`config.mk`:
```
export PLATFORM = sky130hd
export DESIGN_NAME = whsi_queue
export DESIGN_NICKNAME = d
export VERILOG_FILES = /design/src/design/whsi_pkg.sv /design/src/design/whsi_queue.sv
export SDC_FILE = /design/constraint.sdc
export NUM_CORES = 1
export LEC_CHECK = 0
export BUFFER_PORTS_ARGS = -buffer_cell sky130_fd_sc_hd__buf_2
export CAP_MARGIN = 20
export CORE_MARGIN = 2
export CORE_UTILIZATION = 56
export DETAILED_ROUTE_END_ITERATION = 10
export PLACE_DENSITY = 0.84
export SYNTH_ARGS = -nofsm -noshare
export SYNTH_HDL_FRONTEND = slang
export SYNTH_SLANG_ARGS = --single-unit
```
`constraint.sdc`:
```
create_clock -name i_clk -period 13.1 [get_ports i_clk]
set_clock_uncertainty 0.05 [all_clocks]
set_input_delay 2.62 -clock i_clk [delete_from_list [all_inputs] [get_ports i_clk]]
set_output_delay 2.62 -clock i_clk [all_outputs]
set_load 0.01 [all_outputs]
```
`src/design/whsi_pkg.sv`:
```
package whsi_pkg;

    // Dictionary geometry.
    localparam int HASH_MOD = 31;
    localparam int SLOTS    = 4;
    localparam int WORD_LEN = 16;
    localparam int ROWS     = 128;
    localparam int CH_W     = 7;

    // Derived sizes.
    localparam int BUCKETS   = ROWS * HASH_MOD;
    localparam int BKT_W     = $clog2(BUCKETS);
    localparam int ENTRIES   = BUCKETS * SLOTS;
    localparam int ENT_W     = $clog2(ENTRIES);
    localparam int SLOT_W    = (SLOTS > 1) ? $clog2(SLOTS) : 1;
    localparam int SCNT_W    = $clog2(SLOTS + 1);
    localparam int LEN_W     = $clog2(WORD_LEN + 1);
    localparam int IDX_W     = $clog2(WORD_LEN);
    localparam int HASH_W    = (HASH_MOD > 2) ? $clog2(HASH_MOD) : 1;
    localparam int SUM_W     = $clog2(HASH_MOD + 127);
    localparam int MOD_STEPS = (HASH_MOD + 126) / HASH_MOD;
    localparam int WORD_W    = WORD_LEN * CH_W;
    localparam int ROW_W     = SLOTS * LEN_W;

    // Queue between the character front end and the dictionary engine.
    localparam int Q_DEPTH = 2;
    localparam int Q_AW    = $clog2(Q_DEPTH);
    localparam int Q_CW    = $clog2(Q_DEPTH + 1);

    // Result fields.
    localparam int STATUS_W  = 3;
    localparam int OUT_LEN_W = 5;

    // Result status codes.
    localparam logic [STATUS_W-1:0] ST_INSERTED  = 3'd0;
    localparam logic [STATUS_W-1:0] ST_FULL      = 3'd1;
    localparam logic [STATUS_W-1:0] ST_FOUND     = 3'd2;
    localparam logic [STATUS_W-1:0] ST_NOT_FOUND = 3'd3;
    localparam logic [STATUS_W-1:0] ST_TOO_LONG  = 3'd4;

    // Operation codes carried on the user sideband.
    localparam logic FN_INSERT = 1'b0;
    localparam logic FN_LOOKUP = 1'b1;

    // Characters dropped once in second place.
    localparam logic [CH_W-1:0] CH_APOS  = 7'd39;
    localparam logic [CH_W-1:0] CH_SLASH = 7'd47;

    // One finished word handed from the front end to the engine.
    typedef struct packed {
        logic              func;
        logic              too_long;
        logic [LEN_W-1:0]  len;
        logic [HASH_W-1:0] hash;
        logic [WORD_W-1:0] word;
    } t_job;

    typedef enum logic [2:0] {
        BK_CLEAR,
        BK_IDLE,
        BK_LEN,
        BK_SCAN,
        BK_CMP
    } t_back_state;

    // Lowercase the letters A to Z, leave every other code alone.
    function automatic logic [CH_W-1:0] to_lower(input logic [CH_W-1:0] c);
        logic [CH_W-1:0] r;
        r = c;
        if (c >= 7'("A") && c <= 7'("Z")) begin
            r = c + 7'd32;
        end
        return r;
    endfunction

    // Split letter for a first character; zero where none is defined.
    function automatic logic [CH_W-1:0] split_letter(input logic [CH_W-1:0] c);
        logic [7:0] r;
        case ({1'b0, c})
            "a": r = "n";
            "b": r = "l";
            "c": r = "o";
            "d": r = "i";
            "e": r = "n";
            "f": r = "l";
            "g": r = "l";
            "h": r = "i";
            "i": r = "n";
            "j": r = "o";
            "k": r = "i";
            "l": r = "i";
            "m": r = "h";
            "n": r = "i";
            "o": r = "s";
            "p": r = "l";
            "q": r = "u";
            "r": r = "h";
            "s": r = "o";
            "t": r = "r";
            "u": r = "p";
            "v": r = "i";
            "w": r = "h";
            "x": r = "y";
            "y": r = "f";
            "z": r = "y";
            default: r = 8'd0;
        endcase
        return r[CH_W-1:0];
    endfunction

    // Running hash: (h + c) mod HASH_MOD by a short compare-subtract chain.
    function automatic logic [HASH_W-1:0] hash_add(input logic [HASH_W-1:0] h,
                                                   input logic [CH_W-1:0] c);
        logic [SUM_W-1:0] v;
        v = SUM_W'(h) + SUM_W'(c);
        for (int k = 0; k < MOD_STEPS; k++) begin
            if (v >= SUM_W'(HASH_MOD)) begin
                v = v - SUM_W'(HASH_MOD);
            end
        end
        return v[HASH_W-1:0];
    endfunction

    // Bucket index from the row rule and the hash of a finished word.
    function automatic logic [BKT_W-1:0] bucket_of(input t_job j);
        logic [CH_W-1:0] first;
        logic [CH_W-1:0] second;
        logic [CH_W-1:0] row;
        first  = j.word[CH_W-1:0];
        second = (j.len >= LEN_W'(2)) ? j.word[2*CH_W-1:CH_W] : '0;
        row    = (second < split_letter(first)) ? first : first + 7'd96;
        return BKT_W'(BKT_W'(row) * BKT_W'(HASH_MOD) + BKT_W'(j.hash));
    endfunction

endpackage

```
`src/design/whsi_queue.sv`:
```
module whsi_queue (
    input  logic           i_clk,
    input  logic           i_rst_n,
    input  logic           i_push,
    input  whsi_pkg::t_job i_job,
    input  logic           i_pop,
    output logic           o_full,
    output logic           o_empty,
    output whsi_pkg::t_job o_head
);

    whsi_pkg::t_job               r_mem [whsi_pkg::Q_DEPTH];
    logic [whsi_pkg::Q_AW-1:0]    r_wr_ptr;
    logic [whsi_pkg::Q_AW-1:0]    r_rd_ptr;
    logic [whsi_pkg::Q_CW-1:0]    r_count;

    assign o_full  = (r_count == whsi_pkg::Q_CW'(whsi_pkg::Q_DEPTH));
    assign o_empty = (r_count == '0);
    assign o_head  = r_mem[r_rd_ptr];

    // Pointers and fill level.
    always_ff @(posedge i_clk) begin
        if (!i_rst_n) begin
            r_wr_ptr <= '0;
            r_rd_ptr <= '0;
            r_count  <= '0;
        end else begin
            if (i_push) begin
                r_wr_ptr <= r_wr_ptr + 1'b1;
            end
            if (i_pop) begin
                r_rd_ptr <= r_rd_ptr + 1'b1;
            end
            if (i_push && !i_pop) begin
                r_count <= r_count + 1'b1;
            end else if (!i_push && i_pop) begin
                r_count <= r_count - 1'b1;
            end
        end
    end

    // Entry storage.
    always_ff @(posedge i_clk) begin
        if (i_push) begin
            r_mem[r_wr_ptr] <= i_job;
        end
    end

endmodule

```
After elaboration in Yosys (flattened, before gate mapping)
Memories as Yosys holds them, arrays and structs flattened. A register that Yosys moved wholly into a read port is not among the register bits.
Index checks and enable logic that the tools add are counted.
Storage, ports and cells
  register bits: 4
  RAM bits: 248
  input port bits: 128
  memories kept: 1
Memory list
  r_mem: words 2, width 124, read ports 1, clocked after memory_dff 1, wr ports 1, line whsi_queue.sv:12  | whsi_pkg::t_job r_mem [whsi_pkg::Q_DEPTH];
Cells by class
  $add $sub $neg: 4
  equality and inequality tests: 1
  mux-type cells: 6
  reductions and logical operators: 6
Operator list (number)
  two-way mux 1 bit: 4
  two-way mux 2 bit: 2
  adder 1 bit (second input constant): 2
  adder 2 x 1 -> 2 bit (second input constant): 1
  equality test 2 bit (second input constant): 1
  logical AND 1 bit: 2
  zero test 1 bit: 2
  zero test 2 bit: 1
  nonzero test 2 bit: 1
  subtractor 2 x 1 -> 2 bit (second input constant): 1

Longest topological paths before layout
  depth in word-level cells: 4
  mapped depth: 5
  mapped depth without buffers: 5

Worst setup path after synthesis
OpenSTA, ideal clock, no wires.
  path kind: input to register
  start: input i_push
  end: memory r_mem[0][0] (netlist bit), enable pin
  library setup time: 0.624 ns
  arrival: 8.028 ns
  data required time: 12.426 ns
  slack: 4.398 ns
  stages on the path: 1
  cell sequence: nor2b_1
Between the ends
  cells in the longest elaborated chain, start to end: 2
Ends and longest elaborated chain
  start, declared: line whsi_queue.sv:4  | input logic i_push,
  two-way mux 1 bit: line whsi_queue.sv:44  | if (i_push) begin
  two-way mux 1 bit (implied by the code): line whsi_queue.sv:45  | r_mem[r_wr_ptr] <= i_job;
  end, declared: line whsi_queue.sv:12
Every way passes these cells.

==> flow_summary.ini <==
[outcome]
status = finished clean

[global_routing]
grt_pass1_vias = 5032
grt.overflow.total = 0
grt_pass1_wl_um = 26330
antenna_found_initial = 1
grt_start_max_net_pins = 78
grt_util_all_layers_pct = 19.05

[cts]
cts_tree = done
cts_made_buffers = 24
clk_pin_slew_ps = 60
holdBufCountCts = 0
cts.path.max_buffers = 3
post_cts_buffers = 0
clk_latency_ps = 500
cts-root-buf = clkbuf_16
cts.repair.resized = 0
htree_levels = 1
clkSinkCount = 253

[sta]
relSlewSlack_pct = 31.86
fin_crit_ps = 5433
fin_crit_sh_pct = 41.47
worst_pin_slew_ps = 1022
hold_violations = 0
slew_viol_final = 0
rsz0062_at_grt = no
setup_slack_ps = 7667
setup_viol = 0
clock.fmax_mhz = 184.1
tns_ps = 0

[layout]
drive_gt1_share_pct = 60.34
layout.cells.most_common = buf_2
mostFrequentLayoutCells = buf_2 (253), edfxtp_1 (248), mux2_2 (64)
area_growth_pct = 23.83
instances_no_fill = 916
antenna_cells = 0
n_fill_cell = 1027
nets = 807

[synthesis]
synth.avg_cell_area_um2 = 23.05
synth.distinct_cells = 17
synth_area_leaders = edfxtp_1 (79%), mux2_4 (9.6%), mux2_2 (7.7%)
yosys.area.top_type_share_pct = 79.18
yosysTopAreaCell = edfxtp_1
synth-seq-cells = 253
ys_warn_count = 0
syn-num-nets = 537
ys_seq_area_share_pct = 80.24
syn_inst = 408
syn-cell-area_mm2 = 0.009405

[setup_path]
cpPeakStageDelay_ps = 910
cp.arrival_ps = 2760
cp-start-kind = flop
r2r_cells = 2
critPathTopFamily = flip-flops
cp_max_fo = 57
cp_num_cells = 4
worstSetupPathType = flop to output port
end_kind = output port
worst-path-buf-inv = 3
crit_chain = buf_4 -> buf_16 -> mux2_2 -> buf_2
cp_slowest_cell = dfxtp_4
cp_data_required_time_ps = 10430

[die]
die_w_um = 133.6
die_h_um = 133.6
start_util_pct = 56.92
die-area_mm2 = 0.01785
rows = 47
fp.coreArea_mm2 = 0.01652
ios = 254

[power_and_ir_drop]
peakVddDrop_mv = 0.1259
leakage_nw = 4.512
p_per_area_mw_per_mm2 = 153.5

[placed_design]
gp_congestion = 0.7073
dp_hpwl_um = 11440
dp_cells = 871
dp_slack_ps = 7903
port_buffers = 253

[drt]
antenna_left = 0
drc_errors = 0
via_per_inst = 5.153
wl_per_cell_um = 19.05
routed_wl_um = 17450
drtIter0Drc = 277
firstDrtPassIters = 6
vias = 4720

[hold_path]
whs_path_depth = 2
hold_class = flop to flop

[job]
drv_cap = 0
==> area by class of cell <==
| type | instances | area (um^2) | share of cell area [%] |
|---|---|---|---|
| sequential | 253 | 7551 | 64.84 |
| inverter | 1 | 3.754 | 0.03223 |
| multi-input combinational | 140 | 1744 | 14.98 |
| tap | 220 | 275.3 | 2.364 |
| clock inverter | 10 | 78.83 | 0.6768 |
| clock buffer | 34 | 669.4 | 5.748 |
| timing repair buffer | 258 | 1324 | 11.37 |
==> tightest hold or removal path, cell delays in order (launching register included) <==
cell	delay (ps)
dfxtp_1	320
o21ai_0	80
a21boi_1	60
==> registers in the layout, indices dropped and copies added, names as in the netlist, named ones only <==
register	cells
r_count	2
r_mem	248
r_rd_ptr	1
r_wr_ptr	1
==> cell families (layout without fill, tap and decap cells) <==
family | Yosys count | after routing | synth area share, %
flip-flops | 253 | 253 | 80.24
multiplexers | 124 | 124 | 17.24
buffers and inverters | 15 | 303 | 1.317
AND/OR/NAND/NOR | 9 | 9 | 0.5720
AO/OA/AOI/OAI | 3 | 3 | 0.2129
XOR/XNOR | 3 | 3 | 0.2794
adder cells (fa/ha/maj) | 1 | 1 | 0.1330
==> where the power goes <==
part | switching [mW] | total, mW | internal (mW)
Sequential | 0.0186 | 0.955 | 0.936
Combinational | 0.0905 | 0.187 | 0.0962
Clock | 0.270 | 0.646 | 0.376
Total | 0.379 | 1.79 | 1.41
==> through the flow <==
step | area [um^2] | hold slack [ps] | util [%] | total power, mW
floorplan | 9405 | 415.6 | - | 1.085
global placement | 10870 | 426.6 | 65.78 | 1.150
detailed placement | 10870 | 460.7 | 65.78 | 1.159
CTS | 11620 | 468.3 | 70.31 | 1.808
global route | 11650 | 528.9 | 70.48 | 1.853
finish | 11650 | 463.7 | 70.48 | 1.788
==> Yosys cell counts <==
library cell / number
a21boi_1: 1
buf_6: 8
o21ai_0: 1
inv_1: 1
xnor2_1: 1
nor2b_1: 3
ha_1: 1
dfxtp_1: 5
o21a_1: 1
edfxtp_1: 248
and2_1: 4
nor2_1: 1
buf_2: 6
or3_1: 1
xor2_1: 2
mux2_4: 60
mux2_2: 64
==> path summary, 6_finish.rpt <==
| check | from | to | slack (ps) |
|---|---|---|---|
| worst min-delay path | r_count[1] | r_count[1] | 460 |
| worst max register to register | r_wr_ptr | r_mem[1][47] | 10720 |
| worst max-delay path | flop | o_head[29] | 7670 |
| worst min register to register | r_count[1] | r_count[1] | 460 |
==> per-layer routing <==
layer  vias up  part of all wire, %  global-route usage [%]  routed length [um]
met5         -                0.075                       0                  13
met4         2                  2.5                   6.147                 444
met3        38                  7.5                   4.833                1316
met2       213                   51                   33.99                8934
met1      2304                   39                   22.77                6739
li1       2163                    -                       -                   -
(Power assumes the default switching activity.)
