<file path="config.mk">
export PLATFORM = sky130hd
export DESIGN_NAME = whsi_front
export DESIGN_NICKNAME = d
export VERILOG_FILES = /design/src/design/whsi_pkg.sv /design/src/design/whsi_front.sv
export SDC_FILE = /design/constraint.sdc
export NUM_CORES = 1
export LEC_CHECK = 0
export CORE_ASPECT_RATIO = 2
export CORE_UTILIZATION = 55
export DETAILED_ROUTE_END_ITERATION = 10
export DONT_BUFFER_PORTS = 1
export GPL_ROUTABILITY_DRIVEN = 0
export GPL_TIMING_DRIVEN = 0
export PLACE_DENSITY = 0.74
export SYNTH_ARGS = -nofsm -noshare
export SYNTH_HDL_FRONTEND = slang
export SYNTH_SLANG_ARGS = --single-unit
</file>
<file path="constraint.sdc">
create_clock -name i_clk -period 9.86 [get_ports i_clk]
set_clock_uncertainty 0.05 [all_clocks]
set_input_delay 1.479 -clock i_clk [delete_from_list [all_inputs] [get_ports i_clk]]
set_output_delay 1.479 -clock i_clk [all_outputs]
set_load 0.02 [all_outputs]
</file>
<file path="src/design/whsi_pkg.sv">
package whsi_pkg;

    // Dictionary geometry.
    localparam int HASH_MOD = 31;
    localparam int SLOTS    = 4;
    localparam int WORD_LEN = 16;
    localparam int ROWS     = 128;
    localparam int CH_W     = 7;

    // Derived sizes.
    localparam int BUCKETS   = ROWS * HASH_MOD;
    localparam int BKT_W     = $clog2(BUCKETS);
    localparam int ENTRIES   = BUCKETS * SLOTS;
    localparam int ENT_W     = $clog2(ENTRIES);
    localparam int SLOT_W    = (SLOTS > 1) ? $clog2(SLOTS) : 1;
    localparam int SCNT_W    = $clog2(SLOTS + 1);
    localparam int LEN_W     = $clog2(WORD_LEN + 1);
    localparam int IDX_W     = $clog2(WORD_LEN);
    localparam int HASH_W    = (HASH_MOD > 2) ? $clog2(HASH_MOD) : 1;
    localparam int SUM_W     = $clog2(HASH_MOD + 127);
    localparam int MOD_STEPS = (HASH_MOD + 126) / HASH_MOD;
    localparam int WORD_W    = WORD_LEN * CH_W;
    localparam int ROW_W     = SLOTS * LEN_W;

    // Queue between the character front end and the dictionary engine.
    localparam int Q_DEPTH = 2;
    localparam int Q_AW    = $clog2(Q_DEPTH);
    localparam int Q_CW    = $clog2(Q_DEPTH + 1);

    // Result fields.
    localparam int STATUS_W  = 3;
    localparam int OUT_LEN_W = 5;

    // Result status codes.
    localparam logic [STATUS_W-1:0] ST_INSERTED  = 3'd0;
    localparam logic [STATUS_W-1:0] ST_FULL      = 3'd1;
    localparam logic [STATUS_W-1:0] ST_FOUND     = 3'd2;
    localparam logic [STATUS_W-1:0] ST_NOT_FOUND = 3'd3;
    localparam logic [STATUS_W-1:0] ST_TOO_LONG  = 3'd4;

    // Operation codes carried on the user sideband.
    localparam logic FN_INSERT = 1'b0;
    localparam logic FN_LOOKUP = 1'b1;

    // Characters dropped once in second place.
    localparam logic [CH_W-1:0] CH_APOS  = 7'd39;
    localparam logic [CH_W-1:0] CH_SLASH = 7'd47;

    // One finished word handed from the front end to the engine.
    typedef struct packed {
        logic              func;
        logic              too_long;
        logic [LEN_W-1:0]  len;
        logic [HASH_W-1:0] hash;
        logic [WORD_W-1:0] word;
    } t_job;

    typedef enum logic [2:0] {
        BK_CLEAR,
        BK_IDLE,
        BK_LEN,
        BK_SCAN,
        BK_CMP
    } t_back_state;

    // Lowercase the letters A to Z, leave every other code alone.
    function automatic logic [CH_W-1:0] to_lower(input logic [CH_W-1:0] c);
        logic [CH_W-1:0] r;
        r = c;
        if (c >= 7'("A") && c <= 7'("Z")) begin
            r = c + 7'd32;
        end
        return r;
    endfunction

    // Split letter for a first character; zero where none is defined.
    function automatic logic [CH_W-1:0] split_letter(input logic [CH_W-1:0] c);
        logic [7:0] r;
        case ({1'b0, c})
            "a": r = "n";
            "b": r = "l";
            "c": r = "o";
            "d": r = "i";
            "e": r = "n";
            "f": r = "l";
            "g": r = "l";
            "h": r = "i";
            "i": r = "n";
            "j": r = "o";
            "k": r = "i";
            "l": r = "i";
            "m": r = "h";
            "n": r = "i";
            "o": r = "s";
            "p": r = "l";
            "q": r = "u";
            "r": r = "h";
            "s": r = "o";
            "t": r = "r";
            "u": r = "p";
            "v": r = "i";
            "w": r = "h";
            "x": r = "y";
            "y": r = "f";
            "z": r = "y";
            default: r = 8'd0;
        endcase
        return r[CH_W-1:0];
    endfunction

    // Running hash: (h + c) mod HASH_MOD by a short compare-subtract chain.
    function automatic logic [HASH_W-1:0] hash_add(input logic [HASH_W-1:0] h,
                                                   input logic [CH_W-1:0] c);
        logic [SUM_W-1:0] v;
        v = SUM_W'(h) + SUM_W'(c);
        for (int k = 0; k < MOD_STEPS; k++) begin
            if (v >= SUM_W'(HASH_MOD)) begin
                v = v - SUM_W'(HASH_MOD);
            end
        end
        return v[HASH_W-1:0];
    endfunction

    // Bucket index from the row rule and the hash of a finished word.
    function automatic logic [BKT_W-1:0] bucket_of(input t_job j);
        logic [CH_W-1:0] first;
        logic [CH_W-1:0] second;
        logic [CH_W-1:0] row;
        first  = j.word[CH_W-1:0];
        second = (j.len >= LEN_W'(2)) ? j.word[2*CH_W-1:CH_W] : '0;
        row    = (second < split_letter(first)) ? first : first + 7'd96;
        return BKT_W'(BKT_W'(row) * BKT_W'(HASH_MOD) + BKT_W'(j.hash));
    endfunction

endpackage

</file>
<file path="src/design/whsi_front.sv">
module whsi_front (
    input  logic          i_clk,
    input  logic          i_rst_n,
    input  logic          i_valid,
    input  logic          i_func,
    input  logic [6:0]    i_ch,
    input  logic          i_last,
    input  logic          i_hold,
    input  logic          i_q_full,
    output logic          o_ready,
    output logic          o_push,
    output whsi_pkg::t_job o_job
);

    logic [whsi_pkg::LEN_W-1:0]  r_count, n_count;
    logic [whsi_pkg::HASH_W-1:0] r_hash, n_hash;
    logic                        r_too_long, n_too_long;
    logic                        r_drop_done, n_drop_done;
    logic [whsi_pkg::WORD_W-1:0] r_word, n_word;
    logic [whsi_pkg::CH_W-1:0]   ch_norm;
    logic                        keep;
    logic                        accept;

    // A character is taken only when a finished word would find room in the queue.
    assign o_ready = !i_hold && !i_q_full;
    assign accept  = i_valid && o_ready;
    assign o_push  = accept && i_last;

    // Normalize the character and fold it into the word being built.
    always_comb begin
        n_count     = r_count;
        n_hash      = r_hash;
        n_too_long  = r_too_long;
        n_drop_done = r_drop_done;
        n_word      = r_word;
        ch_norm     = i_ch;
        keep        = 1'b1;
        if (r_count == '0) begin
            ch_norm = whsi_pkg::to_lower(i_ch);
        end else if (r_count == whsi_pkg::LEN_W'(1)) begin
            if (!r_drop_done && (i_ch == whsi_pkg::CH_APOS || i_ch == whsi_pkg::CH_SLASH)) begin
                keep        = 1'b0;
                n_drop_done = 1'b1;
            end else begin
                ch_norm = whsi_pkg::to_lower(i_ch);
            end
        end
        if (keep) begin
            if (r_count < whsi_pkg::LEN_W'(whsi_pkg::WORD_LEN)) begin
                if (r_count != '0) begin
                    n_hash = whsi_pkg::hash_add(r_hash, ch_norm);
                end
                n_word[r_count[whsi_pkg::IDX_W-1:0]*whsi_pkg::CH_W +: whsi_pkg::CH_W] = ch_norm;
                n_count = r_count + 1'b1;
            end else begin
                n_too_long = 1'b1;
            end
        end
    end

    // The finished word as the engine sees it.
    always_comb begin
        o_job.func     = i_func;
        o_job.too_long = n_too_long;
        o_job.len      = n_count;
        o_job.hash     = n_hash;
        o_job.word     = n_word;
    end

    // Per-word state returns to zero once the last character is taken.
    always_ff @(posedge i_clk) begin
        if (!i_rst_n) begin
            r_count     <= '0;
            r_hash      <= '0;
            r_too_long  <= 1'b0;
            r_drop_done <= 1'b0;
        end else if (accept) begin
            if (i_last) begin
                r_count     <= '0;
                r_hash      <= '0;
                r_too_long  <= 1'b0;
                r_drop_done <= 1'b0;
            end else begin
                r_count     <= n_count;
                r_hash      <= n_hash;
                r_too_long  <= n_too_long;
                r_drop_done <= n_drop_done;
            end
        end
    end

    // Character buffer; entries past the current length are never compared.
    always_ff @(posedge i_clk) begin
        if (accept) begin
            r_word <= n_word;
        end
    end

endmodule

</file>
# Word level (Yosys, flattened, before mapping)
# Cells that the tools add are included.
# op_classes
shift	2
n_lt_le_gt_ge	8
n_mul	1
n_reduce_logical	14
eq_ne	4
n_mux	41
add_sub_neg	9
# op_table
cell	count
$mux 112	2
$mux 8	16
$bwmux 112	1
$shift 7x34->112 const A	1
$shiftx 7x34->112	1
$ge 8x5->1 const B	5
$mux 5	8
$neg 7->34	1
$sub 8x5->8 const B	4
$mux 7	4
$eq 7x6->1 const B	2
$mux 1	10
$add 5x7->8	1
$add 7x6->7 const B	1
$ge 7x7->1 const B	1
$le 7x7->1 const B	1
$mul 4x3->7 const B	1
$add 5x1->5 const B	1
$eq 5x1->1 const B	1
$logic_and 1x1->1	5
$logic_not 5->1	1
$lt 5x5->1 const B	1
$reduce_bool 5->1	1
$sub 5x5->5 const B	1
other kinds (5)	8
# word_totals
output_inout_bits	126
ff_bits	124
inputBits	14

# Logic depth before layout (Yosys ltp)
# Gate-level depths: netlist of the first run.
# logic_depth
depth_word	33
mapped_depth	31

# Worst setup path before layout of the first run
# No wires, ideal clock.
# synth_path
path_type	input to output
startpoint	in i_ch[0]
endpoint	out o_job[114] (netlist name)
t_arrival_ns	8.157
stages	30
n_path_buf	0
setup_slack_ns	0.174
required_ns	8.331
path_cell_list	ha_1 > fa_1 > a211o_1 > a21o_1 > and2_1 > nand3_1 > and4_4 > a21boi_2 > xnor2_1 > ha_1 > o2111ai_4 > o31ai_2 > nor2_1 > nor2_1 > ha_1 > inv_1 > or3_1 > and2_1 > xnor2_1 > ha_1 > nand2b_1 > o21ai_2 > mux2_2 > ha_1 > and3_1 > a32o_2 > a21oi_4 > nor2b_1 > o31a_1 > o21ai_1
# synth_rtl
element	line	source
start, declared	whsi_front.sv:6	input logic [6:0] i_ch,
end, declared	whsi_front.sv:12	output whsi_pkg::t_job o_job

==> out/metrics.yaml, run 1 <==
status: "completed"
antenna_found_initial: 0
htreeDepth: 4
avgRoutedWirePerCell_um: 22.5
holdBufCountCts: 0
rr_worst_depth: 32
grt_pass1_wl_um: 34000
grt_max_degree: 66
clockRootBuffer: "clkbuf_16"
slew_headroom_pct: 33.9
worst_slew_pin_slew_ns: 0.981
timing.rr.end: "r_hash[4]"
cts_tree: "yes"
hold_path_class: "reg -> reg"
track_usage_pct: 30.9
start_kind: "primary input"
dr.pass1.iters: 6
reg2reg_setup_slack_ns: 2.16
power.density_mw_per_mm2: 190
drt_iter0_markers: 451
critPathMaxStageDelay_ns: 0.41
criticalPathCategory: "in -> out"
coreArea_sq_mm: 0.0135
syn-cell-area_sq_mm: 0.00762
fin_total_pwr_w: 0.00167
floorplan.initialDensity_pct: 56.4
ys_seq_elements: 124
synthArstFlopShare_pct: 0
dieArea_sq_mm: 0.0144
dp_hpwl_um: 16600
core.rowCount: 60
post-route-min-period_ns: 9.75
post-route-period-util_pct: 98.9
num_vias: 6630
layout.nets: 864
register_area_sq_mm: 0.00360
ant_nets: 0
ios: 140
yosys_most_used_dff: "edfxtp_1"
drt-total-wl_um: 22500
die_h_um: 169
yosysWarnings: 0
placed_cell_area_sq_mm: 0.00785
die_w_um: 85.3
antenna_cells: 0
drc: 0
slowest_stage: "fa_2"
report.final.setup_viol: 0
crit_path_max_fanout: 6
fin_tns_setup_ns: 0
synth_edf_count: 112
fin_area_sq_mm: 0.00876
cts_sinks: 124
maxCapViolations: 0
cp_num_cells: 31
arrival_ns: 8.23
overflow: 0
synth.net_count: 828
synth_cell_types: 86
grt_pass1_vias: 6486
crit_end: "o_job[114]"
drive_above_1_share_pct: 15.6
slew_viol_final: 0
netlist_instances: 795
cts_inserted_buffers: 17
io_buffers: 0
timing.hold.ws_ns: 0.426
nFillCells: 1065
syn_avg_cell_area_sq_um: 9.59
fmax_mhz: 103
vias_per_cell: 6.64
final_core_util_pct: 64.9
p_leak_nw: 3.24
ir_drop_uv: 175
clock_latency_ns: 0.41
yosysSeqAreaShare_pct: 47.3
clk_path_buf_depth: 2
path_clk_slew_ns: 0.06
multi_input_area_sq_mm: 0.00400
area_growth_syn_to_layout_pct: 14.9
startpoint: "i_ch[0]"
timing.rr.start: "r_count[0]"
endpoint_kind: "output pin"
cp_top_family: "compound AO/OA/AOI/OAI gates"
required_ns: 8.33
crit_buf_inv: 2
hold_viol: 0
[layout make-up]
class	count	area share [%]
Tap cell	155	2.21
Timing Repair Buffer	18	1.81
Buffer	36	1.97
Multi-Input combinational cell	623	45.7
Clock inverter	14	1.83
Inverter	11	0.500
Clock buffer	18	4.90
Sequential cell	124	41.1
[logic make-up (layout without fill, tap and decap cells)]
family	Yosys count	in the layout	synth area share (%)
fa+ha+maj	19	19	3.22
flops	124	124	47.3
compound gates	248	248	21.6
xor+xnor	16	16	2.22
mux	25	25	3.59
simple gates	315	315	19.2
buf+inv	48	97	2.84
[metrics by stage]
stage	cells	setup WS [ns]
global route	999	-0.105
floorplan	795	0.174
detailed placement	951	-1.21
CTS	990	0.00718
finish	999	0.106
global placement	950	-1.02
[cell usage after synthesis (all sizes together), types with 7 or more instances]
cell / n / area share [%]
edfxtp: 112 / 44
a21oi: 25 / 1.8
and3: 10 / 0.82
nand2: 175 / 8.6
o21ai: 131 / 8.7
o211ai: 7 / 0.87
dfxtp: 12 / 3.2
clkbuf: 27 / 1.3
nor2: 43 / 2.1
nand3: 20 / 1.3
mux2: 16 / 2.4
nor3: 12 / 0.92
and2: 7 / 0.57
a211oi: 9 / 1.0
a21o: 7 / 0.69
mux2i: 9 / 1.2
buf: 10 / 0.97
nor2b: 8 / 0.66
ha: 18 / 3.0
a31oi: 8 / 0.66
xnor2: 11 / 1.5
nand2b: 7 / 0.67
inv: 11 / 0.54
[how the worst min path moves through the flow]
stage	slack [ns]	startpoint	to	depth (start not counted)
finish	0.43	r_too_long	r_too_long	2
global route	0.46	r_too_long	r_too_long	2
CTS	0.43	r_too_long	r_too_long	2
detailed placement	0.41	r_too_long	r_too_long	2
global placement	0.40	r_too_long	r_too_long	2
floorplan	0.38	r_too_long	r_too_long	2
[repair_timing]
action                     CTS  global route
setup buffers                7            10
pin swaps                    6            13
setup endpoints to repair    5             5
gates resized for setup     20            14
[state kept, by name, indices dropped and copies added (netlist names)]
| name | cells |
|---|---|
| r_count | 5 |
| r_drop_done | 1 |
| r_hash | 5 |
| r_too_long | 1 |
| r_word | 112 |
[report_power, final]
group / internal (W) / total, W / switching (W)
clock: 0.000377 / 0.000616 / 0.000239
combinational: 0.000178 / 0.000464 / 0.000286
sequential: 0.000585 / 0.000589 / 0.00000358
[worst register-to-register path: cells and delay by family, from the launching register on]
family / cells / cell delay (ns)
buffers and inverters: 4 / 0.67
flip-flops: 1 / 0.40
XOR/XNOR: 2 / 0.40
adder cells (fa/ha/maj): 5 / 1.02
AO/OA/AOI/OAI: 7 / 1.54
AND/OR/NAND/NOR: 11 / 2.76
multiplexers: 3 / 0.76
[per-layer routing]
metal	vias up	part of all wire [%]	global-route usage (%)
li1	3044	-	-
met1	3166	32	29.5
met2	306	55	57.6
met3	114	5.9	6.63
met4	0	6.5	20.9
met5	-	0	0
[cells in the final DEF, fill, tap and decap left out, types with 9 or more instances in the layout]
| master | netlist | routed |
|---|---|---|
| nand2_1 | 175 | 175 |
| a21oi_1 | 23 | 22 |
| edfxtp_1 | 112 | 112 |
| buf_4 | 2 | 18 |
| nor2_1 | 43 | 43 |
| clkbuf_1 | 27 | 26 |
| o21ai_0 | 113 | 113 |
| nand3_1 | 20 | 19 |
| inv_1 | 11 | 9 |
| o21ai_1 | 15 | 14 |
| mux2_2 | 15 | 15 |
| mux2i_1 | 9 | 9 |
| and3_1 | 10 | 10 |
| clkbuf_16 | 0 | 17 |
| dfxtp_1 | 12 | 12 |
| nor3_1 | 10 | 10 |
| ha_1 | 18 | 14 |
No activity file was read; power rests on OpenSTA's default activity.
==> run 2: changes to the inputs <==
Settings changed: MAX_ROUTING_LAYER from default to met4.
==> run 2 against run 1 <==
  * Non-clock buffer count is 2 higher
  * Critical path depth is the same
  * Sequential share of layout area decreased by 0.070 points
  * Sequential power about the same
  * First-iteration DRC count decreased by 1.1%
  * Die area is the same
  * Setup slack lost 0.014 ns
  * Clock power about the same
  * Core utilization up 0.11 points
  * Hold slack got worse by 0.0021 ns
  * Flip-flop and latch count unchanged
  * Design area increased by 0.17%
==> out/metrics.yaml, run 2 (synthesis gave the netlist of run 1 again) <==
post-route-min-period_ns: 9.77  # +0.0139 ns
worst_slew_pin_slew_ns: 0.981  # -0.000724 ns
slew_headroom_pct: 33.9  # +0.049 points
slowest_stage: "fa_2"
crit_path_max_fanout: 6  # unchanged
post-route-period-util_pct: 99.1  # +0.14 points
track_usage_pct: 31.7  # +0.83 points
hold_viol: 0  # unchanged
switching_share_pct: 31.6  # -0.037 points
layout.nets: 866  # +0.23%
cp_top_family: "compound AO/OA/AOI/OAI gates"
criticalPathCategory: "in -> out"
p_leak_nw: 3.25  # +0.43%
drt_iter0_markers: 446  # -1.1%
instances_no_fill: 1001  # +0.20%
min_path_cells: 2  # unchanged
arrival_ns: 8.24  # about the same
cts_sinks: 124  # unchanged
p_seq_share_pct: 35.3  # about the same
p_comb_share_pct: 27.7  # about the same
endpoint_kind: "output pin"
htreeDepth: 4  # unchanged
fin_total_pwr_w: 0.00167  # -0.10%
dieArea_sq_mm: 0.0144  # unchanged
clk_path_buf_depth: 2  # unchanged
floorplan.initialDensity_pct: 56.4  # unchanged
regMostFlops: "r_word"
crit_buf_inv: 2  # unchanged
drc: 0  # unchanged
ios: 140  # unchanged
start_kind: "primary input"
num_vias: 6672  # +0.63%
antenna_found_initial: 0  # unchanged
maxCapViolations: 0  # unchanged
path_clk_slew_ns: 0.06  # about the same
min-delay-start: "r_too_long"
worst_slack_ns: 0.0920  # -0.0139 ns
timing.rr.start: "r_count[0]"
ir_drop_uv: 177  # +1.3%
status: "completed"
cts_inserted_buffers: 17  # unchanged
cts_tree: "yes"
fin_tns_setup_ns: 0  # unchanged
final_common_cell: "nand2_1"
reg.largest.list: "r_word (112), r_count (5), r_hash (5)"
overflow: 0  # unchanged
grt_pass1_wl_um: 33900  # -0.20%
drt-total-wl_um: 22500  # +0.25%
layout_common_cells: "nand2_1, o21ai_0, edfxtp_1"
drive_above_1_share_pct: 15.8  # +0.20 points
hold_path_class: "reg -> reg"
io_buffers: 0  # unchanged
slew_viol_final: 0  # unchanged
dp_cells: 951  # unchanged
placed_cell_area_sq_mm: 0.00785  # unchanged
ant_nets: 0  # unchanged
p_int_w: 0.00114  # about the same
place_ws_ns: -1.21  # unchanged
core.rowCount: 60  # unchanged
fin_area_sq_mm: 0.00878  # +0.17%
rr_worst_depth: 32  # unchanged
whs_endpoint: "r_too_long"
die_w_um: 85.3  # unchanged
critPathMaxStageDelay_ns: 0.43  # +0.02 ns
dr.pass1.iters: 5  # -1
antenna_cells: 0  # unchanged
required_ns: 8.33  # about the same
area_growth_syn_to_layout_pct: 15.1
switchingPower_w: 0.000527  # -0.22%
holdBufCountCts: 0  # unchanged
vias_per_cell: 6.67  # +0.43%
grt_pass1_vias: 6489  # +0.046%
reg2reg_setup_slack_ns: 2.17  # about the same
grt_max_degree: 66  # unchanged
largest_register_ffs: 112  # unchanged
coreArea_sq_mm: 0.0135  # unchanged
avgRoutedWirePerCell_um: 22.5  # about the same
clkPwrFrac_pct: 37.0  # about the same
dp_hpwl_um: 16600  # unchanged
die_h_um: 169  # unchanged
report.final.setup_viol: 0  # unchanged
timing.rr.end: "r_hash[4]"
clockRootBuffer: "clkbuf_16"
fmax_mhz: 102  # -0.14%
clock_latency_ns: 0.41  # about the same
power.density_mw_per_mm2: 190  # -0.27%
-- run 2: changes by cell type in the layout (fill, tap and decap cells not counted), sizes merged --
| cell | delta |
|---|---|
| buf | +2 |
-- run 2: worst reg2reg max path, delay by kind of cell (launching register included) --
kind	cells	cell delay [ns]
compound gates	7	1.53
xor+xnor	2	0.38
fa+ha+maj	5	1.03
buf+inv	4	0.69
flops	1	0.39
mux	3	0.77
simple gates	11	2.76
-- run 2: area by class of cell --
class / count / area [sq um]
Clock buffer: 18 / 429
Fill cell: 1060 / 4730
Multi-Input combinational cell: 623 / 4010
Buffer: 36 / 173
Inverter: 11 / 43.8
Clock inverter: 14 / 160
Tap cell: 155 / 194
Timing Repair Buffer: 20 / 170
Sequential cell: 124 / 3600
-- run 2: metrics by stage --
step	utilization [%]	hold slack (ns)
2_1_floorplan	-	0.379
3_3_place_gp	57.9	0.399
5_1_grt	65.0	0.459
3_5_place_dp	58.1	0.414
6_report	65.0	0.423
4_1_cts	63.7	0.428
-- run 2: how the worst max path moves through the flow --
stage	start	slack (ns)	end	depth (start not counted)
floorplan	i_ch[0]	0.17	o_job[114]	30
global placement	i_ch[0]	-1.02	o_job[114]	29
detailed placement	i_ch[0]	-1.21	o_job[114]	29
CTS	i_ch[0]	0.007	o_job[114]	31
global route	i_ch[0]	-0.07	o_job[114]	31
finish	i_ch[0]	0.09	o_job[114]	31
-- run 2: power groups by stage --
stage                     Combinational, W  Sequential [W]  Clock (W)
after CTS                         0.000421        0.000589   0.000623
final                             0.000462        0.000589   0.000616
after floorplan                   0.000305        0.000600          0
after global placement            0.000372        0.000601          0
after detailed placement          0.000389        0.000600          0
after global routing              0.000487        0.000589   0.000643
-- run 2: metal layers --
metal	track usage [%]	vias up	part of all wire, %
li1	-	3053	-
met1	29.3	3185	32
met2	57.6	327	55
met3	7.12	107	6.2
met4	20.1	0	6.2
met5	-	-	0
-- run 2: repair_timing --
action	CTS	global route
resized for setup	20	14
endpoints found under the setup margin	5	5
pin swaps	6	14
buffers inserted	7	12
